**src/rtl/point_cloud_to_disparity_map_unit_macros.svh**
```systemverilog
// ----------------------------------------------------------------------------
// Assertion macros for point_cloud_to_disparity_map_unit
// Clocked on clk_i, disabled while rst_ni is low.
// ----------------------------------------------------------------------------
`ifndef POINT_CLOUD_TO_DISPARITY_MAP_UNIT_MACROS_SVH
`define POINT_CLOUD_TO_DISPARITY_MAP_UNIT_MACROS_SVH

`ifndef NO_ASSERTIONS
`define PCD_ASSERT_IMP(label, ante, cons) \
  label: assert property (@(posedge clk_i) disable iff (!rst_ni) (ante) |-> (cons)) \
    else $error("pcd assertion failed");
`define PCD_ASSERT_NEXT(label, ante, cons) \
  label: assert property (@(posedge clk_i) disable iff (!rst_ni) (ante) |=> (cons)) \
    else $error("pcd assertion failed");
`else
`define PCD_ASSERT_IMP(label, ante, cons)
`define PCD_ASSERT_NEXT(label, ante, cons)
`endif

`endif

```
**src/rtl/pcd_pkg.sv**
```systemverilog
// ----------------------------------------------------------------------------
// pcd_pkg
// Shared constants, codes and controller/datapath interface types.
// ----------------------------------------------------------------------------
`default_nettype none

package pcd_pkg;

  localparam int unsigned MAX_WIDTH  = 1280;
  localparam int unsigned MAX_HEIGHT = 720;
  localparam int unsigned STORE_SIZE = MAX_WIDTH * MAX_HEIGHT;
  localparam int unsigned ADDR_W     = $clog2(STORE_SIZE);

  localparam int unsigned KIND_W    = 2;
  localparam int unsigned CIDX_W    = 4;
  localparam int unsigned COEF_W    = 32;
  localparam int unsigned COORD_W   = 32;
  localparam int unsigned MAP_W     = 16;
  localparam int unsigned DEPTH_W   = 32;
  localparam int unsigned SCALE_W   = 40;
  localparam int unsigned WREG_W    = 11;
  localparam int unsigned HREG_W    = 10;
  localparam int unsigned DIM_W     = 13;  // compare width for pixel bounds
  localparam int unsigned XY_W      = 11;  // pixel coordinate, up to 2047
  localparam int unsigned ACC_W     = 52;
  localparam int unsigned NUM_W     = 52;
  localparam int unsigned QUO_W     = 16;
  localparam int unsigned EPOCH_W   = 8;
  localparam int unsigned DISP_W    = 16;
  localparam int unsigned CFG_IDX_W = 2;
  localparam int unsigned TDATA_IN_W = 168;

  localparam logic [WREG_W-1:0]  WIDTH_RESET  = 11'd1280;
  localparam logic [HREG_W-1:0]  HEIGHT_RESET = 10'd720;
  localparam logic [EPOCH_W-1:0] EPOCH_FIRST  = EPOCH_W'(1);

  localparam logic [KIND_W-1:0] KIND_LOAD  = 2'd0;
  localparam logic [KIND_W-1:0] KIND_FRAME = 2'd1;
  localparam logic [KIND_W-1:0] KIND_POINT = 2'd2;
  localparam logic [KIND_W-1:0] KIND_MAP   = 2'd3;

  localparam logic [CFG_IDX_W-1:0] CFG_SCALE  = 2'd0;
  localparam logic [CFG_IDX_W-1:0] CFG_WIDTH  = 2'd1;
  localparam logic [CFG_IDX_W-1:0] CFG_HEIGHT = 2'd2;

  localparam logic [1:0] DSRC_U   = 2'd0;
  localparam logic [1:0] DSRC_V   = 2'd1;
  localparam logic [1:0] DSRC_MAP = 2'd2;

  localparam logic [1:0] OSEL_ZERO = 2'd0;
  localparam logic [1:0] OSEL_SAT  = 2'd1;
  localparam logic [1:0] OSEL_QUO  = 2'd2;

  typedef struct packed {
    logic       coef_wr;
    logic       capture;
    logic       acc_init;
    logic       new_frame;
    logic       clr_wr;
    logic       mul_en;
    logic [1:0] mul_row;
    logic [1:0] mul_col;
    logic       div_start;
    logic [1:0] div_src;
    logic       x_load;
    logic       y_load;
    logic       pt_rd;
    logic       pt_wr;
    logic       map_rd;
    logic       out_load;
    logic [1:0] out_sel;
  } pcd_cmd_t;

  typedef struct packed {
    logic clr_last;
    logic epoch_wrap;
    logic pt_reject;
    logic pt_outside;
    logic map_hit;
    logic map_sat;
    logic div_busy;
    logic div_done;
    logic out_free;
  } pcd_status_t;

endpackage

`default_nettype wire

```
**src/rtl/pcd_ctrl.sv**
```systemverilog
// ----------------------------------------------------------------------------
// pcd_ctrl
// Sequencer: clearing pass, item dispatch, projection, division and
// depth store update or readout.
// ----------------------------------------------------------------------------
`default_nettype none
`include "point_cloud_to_disparity_map_unit_macros.svh"

module pcd_ctrl (
  input  wire logic                           clk_i,
  input  wire logic                           rst_ni,
  input  wire logic                           in_valid_i,
  input  wire logic [pcd_pkg::KIND_W-1:0]     in_kind_i,
  output logic                                in_ready_o,
  input  wire pcd_pkg::pcd_status_t           status_i,
  output pcd_pkg::pcd_cmd_t                   cmd_o
);

  localparam logic [3:0] S_CLEAR = 4'd0;
  localparam logic [3:0] S_IDLE  = 4'd1;
  localparam logic [3:0] S_MUL   = 4'd2;
  localparam logic [3:0] S_DRAIN = 4'd3;
  localparam logic [3:0] S_CHK   = 4'd4;
  localparam logic [3:0] S_DIVX  = 4'd5;
  localparam logic [3:0] S_DIVY  = 4'd6;
  localparam logic [3:0] S_PIDX  = 4'd7;
  localparam logic [3:0] S_PRD   = 4'd8;
  localparam logic [3:0] S_MRD   = 4'd9;
  localparam logic [3:0] S_MCHK  = 4'd10;
  localparam logic [3:0] S_MDIV  = 4'd11;
  localparam logic [3:0] S_MOUT  = 4'd12;

  logic [3:0] state_q, state_d;
  logic [1:0] row_q, row_d, col_q, col_d;
  logic       accept;

  assign in_ready_o = (state_q == S_IDLE);
  assign accept     = in_valid_i && in_ready_o;

  always_comb begin
    state_d = state_q;
    row_d   = row_q;
    col_d   = col_q;
    cmd_o   = '0;
    cmd_o.mul_row = row_q;
    cmd_o.mul_col = col_q;
    case (state_q)
      S_CLEAR: begin
        cmd_o.clr_wr = 1'b1;
        if (status_i.clr_last) state_d = S_IDLE;
      end
      S_IDLE: begin
        if (accept) begin
          cmd_o.capture = 1'b1;
          case (in_kind_i)
            pcd_pkg::KIND_LOAD: cmd_o.coef_wr = 1'b1;
            pcd_pkg::KIND_FRAME: begin
              cmd_o.new_frame = 1'b1;
              if (status_i.epoch_wrap) state_d = S_CLEAR;
            end
            pcd_pkg::KIND_POINT: begin
              cmd_o.acc_init = 1'b1;
              row_d   = 2'd0;
              col_d   = 2'd0;
              state_d = S_MUL;
            end
            default: state_d = S_MRD;
          endcase
        end
      end
      S_MUL: begin
        cmd_o.mul_en = 1'b1;
        if (col_q == 2'd2) begin
          col_d = 2'd0;
          row_d = row_q + 2'd1;
          if (row_q == 2'd3) state_d = S_DRAIN;
        end else begin
          col_d = col_q + 2'd1;
        end
      end
      S_DRAIN: state_d = S_CHK;
      S_CHK: begin
        if (status_i.pt_reject) begin
          state_d = S_IDLE;
        end else begin
          cmd_o.div_start = 1'b1;
          cmd_o.div_src   = pcd_pkg::DSRC_U;
          state_d = S_DIVX;
        end
      end
      S_DIVX: begin
        cmd_o.div_src = pcd_pkg::DSRC_V;
        if (status_i.div_done) begin
          cmd_o.x_load    = 1'b1;
          cmd_o.div_start = 1'b1;
          state_d = S_DIVY;
        end
      end
      S_DIVY: begin
        if (status_i.div_done) begin
          cmd_o.y_load = 1'b1;
          state_d = S_PIDX;
        end
      end
      S_PIDX: begin
        if (status_i.pt_outside) begin
          state_d = S_IDLE;
        end else begin
          cmd_o.pt_rd = 1'b1;
          state_d = S_PRD;
        end
      end
      S_PRD: begin
        cmd_o.pt_wr = 1'b1;
        state_d = S_IDLE;
      end
      S_MRD: begin
        cmd_o.map_rd = 1'b1;
        state_d = S_MCHK;
      end
      S_MCHK: begin
        cmd_o.div_src = pcd_pkg::DSRC_MAP;
        if (!status_i.map_hit) begin
          if (status_i.out_free) begin
            cmd_o.out_load = 1'b1;
            cmd_o.out_sel  = pcd_pkg::OSEL_ZERO;
            state_d = S_IDLE;
          end
        end else if (status_i.map_sat) begin
          if (status_i.out_free) begin
            cmd_o.out_load = 1'b1;
            cmd_o.out_sel  = pcd_pkg::OSEL_SAT;
            state_d = S_IDLE;
          end
        end else begin
          cmd_o.div_start = 1'b1;
          state_d = S_MDIV;
        end
      end
      S_MDIV: begin
        if (status_i.div_done) state_d = S_MOUT;
      end
      S_MOUT: begin
        // hold the quotient until the output register frees up
        if (status_i.out_free) begin
          cmd_o.out_load = 1'b1;
          cmd_o.out_sel  = pcd_pkg::OSEL_QUO;
          state_d = S_IDLE;
        end
      end
      default: state_d = S_IDLE;
    endcase
  end

  always_ff @(posedge clk_i or negedge rst_ni) begin
    if (!rst_ni) begin
      state_q <= S_CLEAR;
      row_q   <= 2'd0;
      col_q   <= 2'd0;
    end else begin
      state_q <= state_d;
      row_q   <= row_d;
      col_q   <= col_d;
    end
  end

  `PCD_ASSERT_IMP(a_out_free, cmd_o.out_load, status_i.out_free)
  `PCD_ASSERT_IMP(a_div_idle, cmd_o.div_start, !status_i.div_busy)
  `PCD_ASSERT_IMP(a_wr_after_rd, cmd_o.pt_wr, $past(cmd_o.pt_rd))
  `PCD_ASSERT_NEXT(a_clr_end, state_q == S_CLEAR && status_i.clr_last, state_q == S_IDLE)

endmodule

`default_nettype wire

```
**config.mk**
```make
export PLATFORM = sky130hd
export DESIGN_NAME = pcd_ctrl
export DESIGN_NICKNAME = d
export VERILOG_FILES = /design/src/rtl/pcd_pkg.sv /design/src/rtl/pcd_ctrl.sv
export VERILOG_INCLUDE_DIRS = /design/src /design/src/rtl
export SDC_FILE = /design/constraint.sdc
export NUM_CORES = 1
export LEC_CHECK = 0
export BUFFER_PORTS_ARGS = -buffer_cell sky130_fd_sc_hd__buf_4
export CORE_MARGIN = 1.5
export CORE_UTILIZATION = 51
export DETAILED_ROUTE_END_ITERATION = 7
export GPL_ROUTABILITY_DRIVEN = 1
export PLACE_DENSITY_LB_ADDON = 0.05
export SLEW_MARGIN = 10
export SYNTH_ARGS = -nofsm -noshare
export SYNTH_HDL_FRONTEND = slang
export SYNTH_SLANG_ARGS = --single-unit
```
**constraint.sdc**
```tcl
create_clock -name clk_i -period 3.66 [get_ports clk_i]
set_input_delay 0.732 -clock clk_i [delete_from_list [all_inputs] [get_ports clk_i]]
set_output_delay 0.732 -clock clk_i [all_outputs]
set_load 0.05 [all_outputs]
```
==> flow_summary.ini, run 1 <==
[status]
status = finished, final reports clean

[logic_synthesis]
synth_area_leaders = dfrtp_1 21%, ha_1 6.6%, nand2b_1 5.3%, nor2b_1 4.0%, inv_1 3.6%
async_reset_ff_frac = 1.000
syn_area_per_cell_um2 = 8.204
syn-instance-count = 115
synth_top_area_share = 0.2122
ys_seq_area_frac = 0.2122
synth-edff-count = 0
ys_ff_latch = 8
synth-main-ff-cell = dfrtp_1
synthTopCellsByCount = 9 x inv_1, 9 x nor2_1, 8 x dfrtp_1, 8 x nand2b_1
synth_fp_nets = 134
ys_types = 45
synth_top_area_cell = dfrtp_1
yosysWarnings = 0
syn_area_um2 = 943.4

[floorplan]
core_um2 = 1727
die_y_um = 46.01
initial_core_util = 0.5464
rows = 15
die_w_um = 46.01
die_area_um2 = 2117
pin_count = 36

[drt]
routed_wl_um = 2189
vias = 948
drt_iter0_drc = 16
drcViolationCount = 0
viasPerCell = 5.512
ant_nets = 0
first_pass_iters = 4
wl_per_cell_um = 12.73

[timing]
fmax_ghz = 0.3697
fin_crit_ns = 2.705
setup_viol = 0
max_slew_margin = 0.6144
rsz0062_at_grt = false
tightest_slew_ns = 0.5784
tns_ns = 0
finClkSkew_ns = 0.0002457
slew_violations = 0
hold_viol_final = 0
period_share = 0.7391

[pwr]
ir_worst_vdd_mv = 0.3907
p_total_mw = 1.031
p_leak_nw = 0.5803
power_frac_seq = 0.186
power.clock.fraction = 0.062
pwr-share-comb = 0.751
swShare = 0.5539
switching_power_mw = 0.5711
p_int_mw = 0.4599
power.density_nw_per_um2 = 835.7

[clock_tree]
path_clk_slew_ns = 0.05
cts_tree = built
worst_skew_pair.late_latency_ns = 0.24
cts_inserted_buffers = 3
clock_path_buffers = 2
cts-hold-fix-buffers = 0
htreeDepth = 1
clockRootBuffer = clkbuf_4
cts_sinks = 8
cts_resized = 0
cts_setup_buffers = 0

[global_routing]
grt_pass1_vias = 761
grt_pass1_wl_um = 3270
grt_use_total = 0.2051
grt-ovfl-total = 0
grt_antenna_before_repair = 0
grt_max_degree = 21

[placed_design]
dpl-instance-area_um2 = 1211
place.gp.congestion = 0.8135
placed_cells = 169
io_buffers = 34
hpwl_um = 1675

[finish]
n_antenna_cell = 0
syn2layout_area_growth_pct = 30.77
finalCoreUtilization = 0.7145
drive_above_1_share = 0.3333
nets = 168
final_cell_area_um2 = 1234
stdcell_count = 172
fill_cells = 148

[setup_path]
crit_type = reg2out
r2r_start = state_q[1]
rr_worst_depth = 4
arrival_ns = 1.97
startpoint_type = register
endpoint_kind = primary output
regToRegEndpoint = state_q[0]
r2r_slack_ns = 1.52
crit_fanout = 20
worst-endpoint-required_ns = 2.93

[run]
max_cap_violations = 0

[min_path]
worstHoldPathType = in2async
cells by family after synthesis:
kind of cell | after synthesis | share of synthesized area
buffers and inverters | 17 | 0.07559
flip-flops | 8 | 0.2122
adder cells (fa/ha/maj) | 5 | 0.06631
AND/OR/NAND/NOR | 54 | 0.3661
AO/OA/AOI/OAI | 28 | 0.2414
multiplexers | 3 | 0.03846
state kept, by name (all words and copies together) (netlist names):
signal,count
col_q,2
row_q,2
state_q,4
worst max-delay path by stage:
stage / endpoint / start
detailed placement: cmd_o[10] / status_i[3]
global placement: cmd_o[10] / status_i[3]
CTS: cmd_o[20] / state_q[1]
floorplan: cmd_o[16] / state_q[0]
finish: cmd_o[20] / state_q[1]
global route: cmd_o[10] / state_q[2]
power groups by stage:
stage | clock (mW) | combinational (mW) | sequential (mW)
final | 0.0644 | 0.775 | 0.192
after global routing | 0.0743 | 0.835 | 0.199
after detailed placement | 0 | 0.772 | 0.192
after global placement | 0 | 0.757 | 0.190
after floorplan | 0 | 0.585 | 0.207
after CTS | 0.0654 | 0.775 | 0.190
cells in the final DEF (no fill, tap or decap), drive strengths merged, types with 4 or more instances in the layout:
master	n
ha	5
nand2	5
nor2b	6
inv	10
nor2	9
buf	36
a21oi	4
o21ai	9
nand2b	8
nor4	4
dfrtp	8
nor3	6
final cells by class:
type | count | area (um^2) | area share
inverter | 10 | 37.54 | 0.03043
tap | 25 | 31.28 | 0.02536
multi-input combinational | 90 | 671.9 | 0.5446
clock buffer | 3 | 22.52 | 0.01826
timing repair buffer | 36 | 270.3 | 0.2191
sequential | 8 | 200.2 | 0.1623
through the flow:
step / worst slack, ns / hold slack, ns
6_report: 0.9549 / 0.2953
5_1_grt: 0.8695 / 0.2846
4_1_cts: 0.9604 / 0.2933
3_5_place_dp: 1.226 / 0.5144
3_3_place_gp: 1.232 / 0.4942
2_1_floorplan: 0.5313 / 0.4364
critical path, stage by stage, from the launching register on:
cell and delay [ns]:
dfrtp_1 0.59, or4b_4 0.67, inv_2 0.11, and3_1 0.16, buf_4 0.19
metal layers:
layer | GRT usage | up-vias | routed length [um]
met3 | 0.03175 | 0 | 78
met1 | 0.2874 | 435 | 1014
met2 | 0.3333 | 27 | 1096
li1 | - | 486 | -
met4 | 0.03429 | 0 | 0
met5 | 0 | - | 0
No activity file was read; power rests on OpenSTA's default activity.
==> run 2: changes to the inputs <==
- CORE_UTILIZATION: 51 -> 48
- clock period: 3.66 -> 2.8 ns (I/O delays scaled with it)
==> flow_summary.ini, run 2 (synthesis gave the netlist of run 1 again) <==
[min_path]
worstHoldPathType = in2async

[pwr]
p_total_mw = 1.361
p_int_mw = 0.6092
power.density_nw_per_um2 = 1092
power.clock.fraction = 0.064
switching_power_mw = 0.7519
power_frac_seq = 0.183
swShare = 0.5524
pwr-share-comb = 0.753
ir_worst_vdd_mv = 0.9550
p_leak_nw = 0.5878

[floorplan]
rows = 15
die_w_um = 47.34
die_area_um2 = 2241
initial_core_util = 0.5291
core_um2 = 1783
pin_count = 36
die_y_um = 47.34

[global_routing]
grt_use_total = 0.2218
grt_max_degree = 18
grt-ovfl-total = 0
use_met1 = 0.2621
use_met3 = 0.07308
use_met2 = 0.3838
grt_pass1_wl_um = 3470
grt-busiest-layer = met2
grt_pass1_vias = 826
grt_antenna_before_repair = 0

[setup_path]
r2r_slack_ns = 0.71
worst-endpoint-required_ns = 2.24
crit_type = reg2out
arrival_ns = 1.97
endpoint_kind = primary output
startpoint_type = register
crit_fanout = 17

[finish]
syn2layout_area_growth_pct = 32.10
n_antenna_cell = 0
layout_commonest_cell = buf_4
nets = 169
final_cell_mix = 37 x buf_4, 9 x inv_1, 9 x nor2_1
multi_input_area_um2 = 676.9
fill_cells = 146
largest_register = state_q
drive_above_1_share = 0.3446
reg.largest.list = state_q x4, col_q x2, row_q x2
final-seq-area_um2 = 200.2
largest_reg_flops = 4

[drt]
routed_wl_um = 2215
drt_iter0_drc = 9
first_pass_iters = 3
wl_per_cell_um = 12.80
vias = 964
viasPerCell = 5.572
drcViolationCount = 0
ant_nets = 0

[timing]
max_slew_margin = 0.6468
fmax_ghz = 0.3957
hold_viol_final = 0
rsz0062_at_grt = false
setup_viol = 0
tns_ns = 0
tightest_slew_ns = 0.5298
period_share = 0.9026
slew_violations = 0
fin_crit_ns = 2.527
finClkSkew_ns = 0.002713

[clock_tree]
cts_sinks = 8
cts_tree = built
cts_inserted_buffers = 3
cts_setup_buffers = 0
path_clk_slew_ns = 0.05
clockRootBuffer = clkbuf_4
cts_resized = 0
clock_path_buffers = 2
worst_skew_pair.late_latency_ns = 0.25
htreeDepth = 1
cts-hold-fix-buffers = 0

[run]
max_cap_violations = 0

[status]
status = finished, final reports clean

[placed_design]
place.gp.congestion = 0.8832
hpwl_um = 1816
io_buffers = 34
## run 2: cell types whose count changed in the layout (fill, tap and decap cells not counted)
cell / delta
o31ai_1: -1
buf_4: +1
o31ai_2: +1
## run 2: path summary, 6_finish.rpt
| path | startpoint | to | cells past startpoint |
|---|---|---|---|
| min | rst_ni | row_q[1] | 1 |
| max in group asynchronous | rst_ni | state_q[0] | 1 |
| min in group clk_i | col_q[1] | col_q[1] | 1 |
| max | state_q[2] | cmd_o[10] | 4 |
| max reg2reg | state_q[0] | state_q[0] | 5 |
| min reg2reg | col_q[1] | col_q[1] | 1 |
## run 2: stage by stage
step                      setup slack [ns]  std cells  utilization  cell area [um^2]  hold WS (ns)
after floorplan                    -0.1567        115            -             948.4        0.2644
after global placement              0.5750        170       0.6863              1224        0.3792
after detailed placement            0.5611        170       0.6863              1224        0.3820
after CTS                           0.2815        173       0.6989              1246        0.1080
after global routing                0.1767        173       0.6989              1246        0.1009
final                               0.2727        173       0.6989              1246        0.1115
## run 2: routing by layer
layer | routed length (um) | vias up
met1 | 972 | 449
met3 | 118 | 2
li1 | - | 485
met5 | 0 | -
met4 | 21 | 0
met2 | 1103 | 28
## run 2: power groups by stage
stage / Sequential, mW / Clock [mW] / Combinational [mW]
2_1_floorplan: 0.271 / 0 / 0.768
3_3_place_gp: 0.245 / 0 / 1.01
3_5_place_dp: 0.249 / 0 / 1.03
4_1_cts: 0.246 / 0.0898 / 1.03
5_1_grt: 0.256 / 0.0981 / 1.11
6_report: 0.249 / 0.0867 / 1.03
## run 2: critical path, stage by stage (launching register included)
cell      delay, ns
dfrtp_1        0.57
nand2b_1       0.35
or3_1          0.48
o31ai_2        0.09
buf_4          0.23
## run 2: cell type report
| type | count | share of cell area |
|---|---|---|
| timing repair buffer | 37 | 0.2229 |
| tap | 25 | 0.02510 |
| clock buffer | 3 | 0.01807 |
| multi-input combinational | 90 | 0.5432 |
| sequential | 8 | 0.1606 |
| inverter | 10 | 0.03012 |
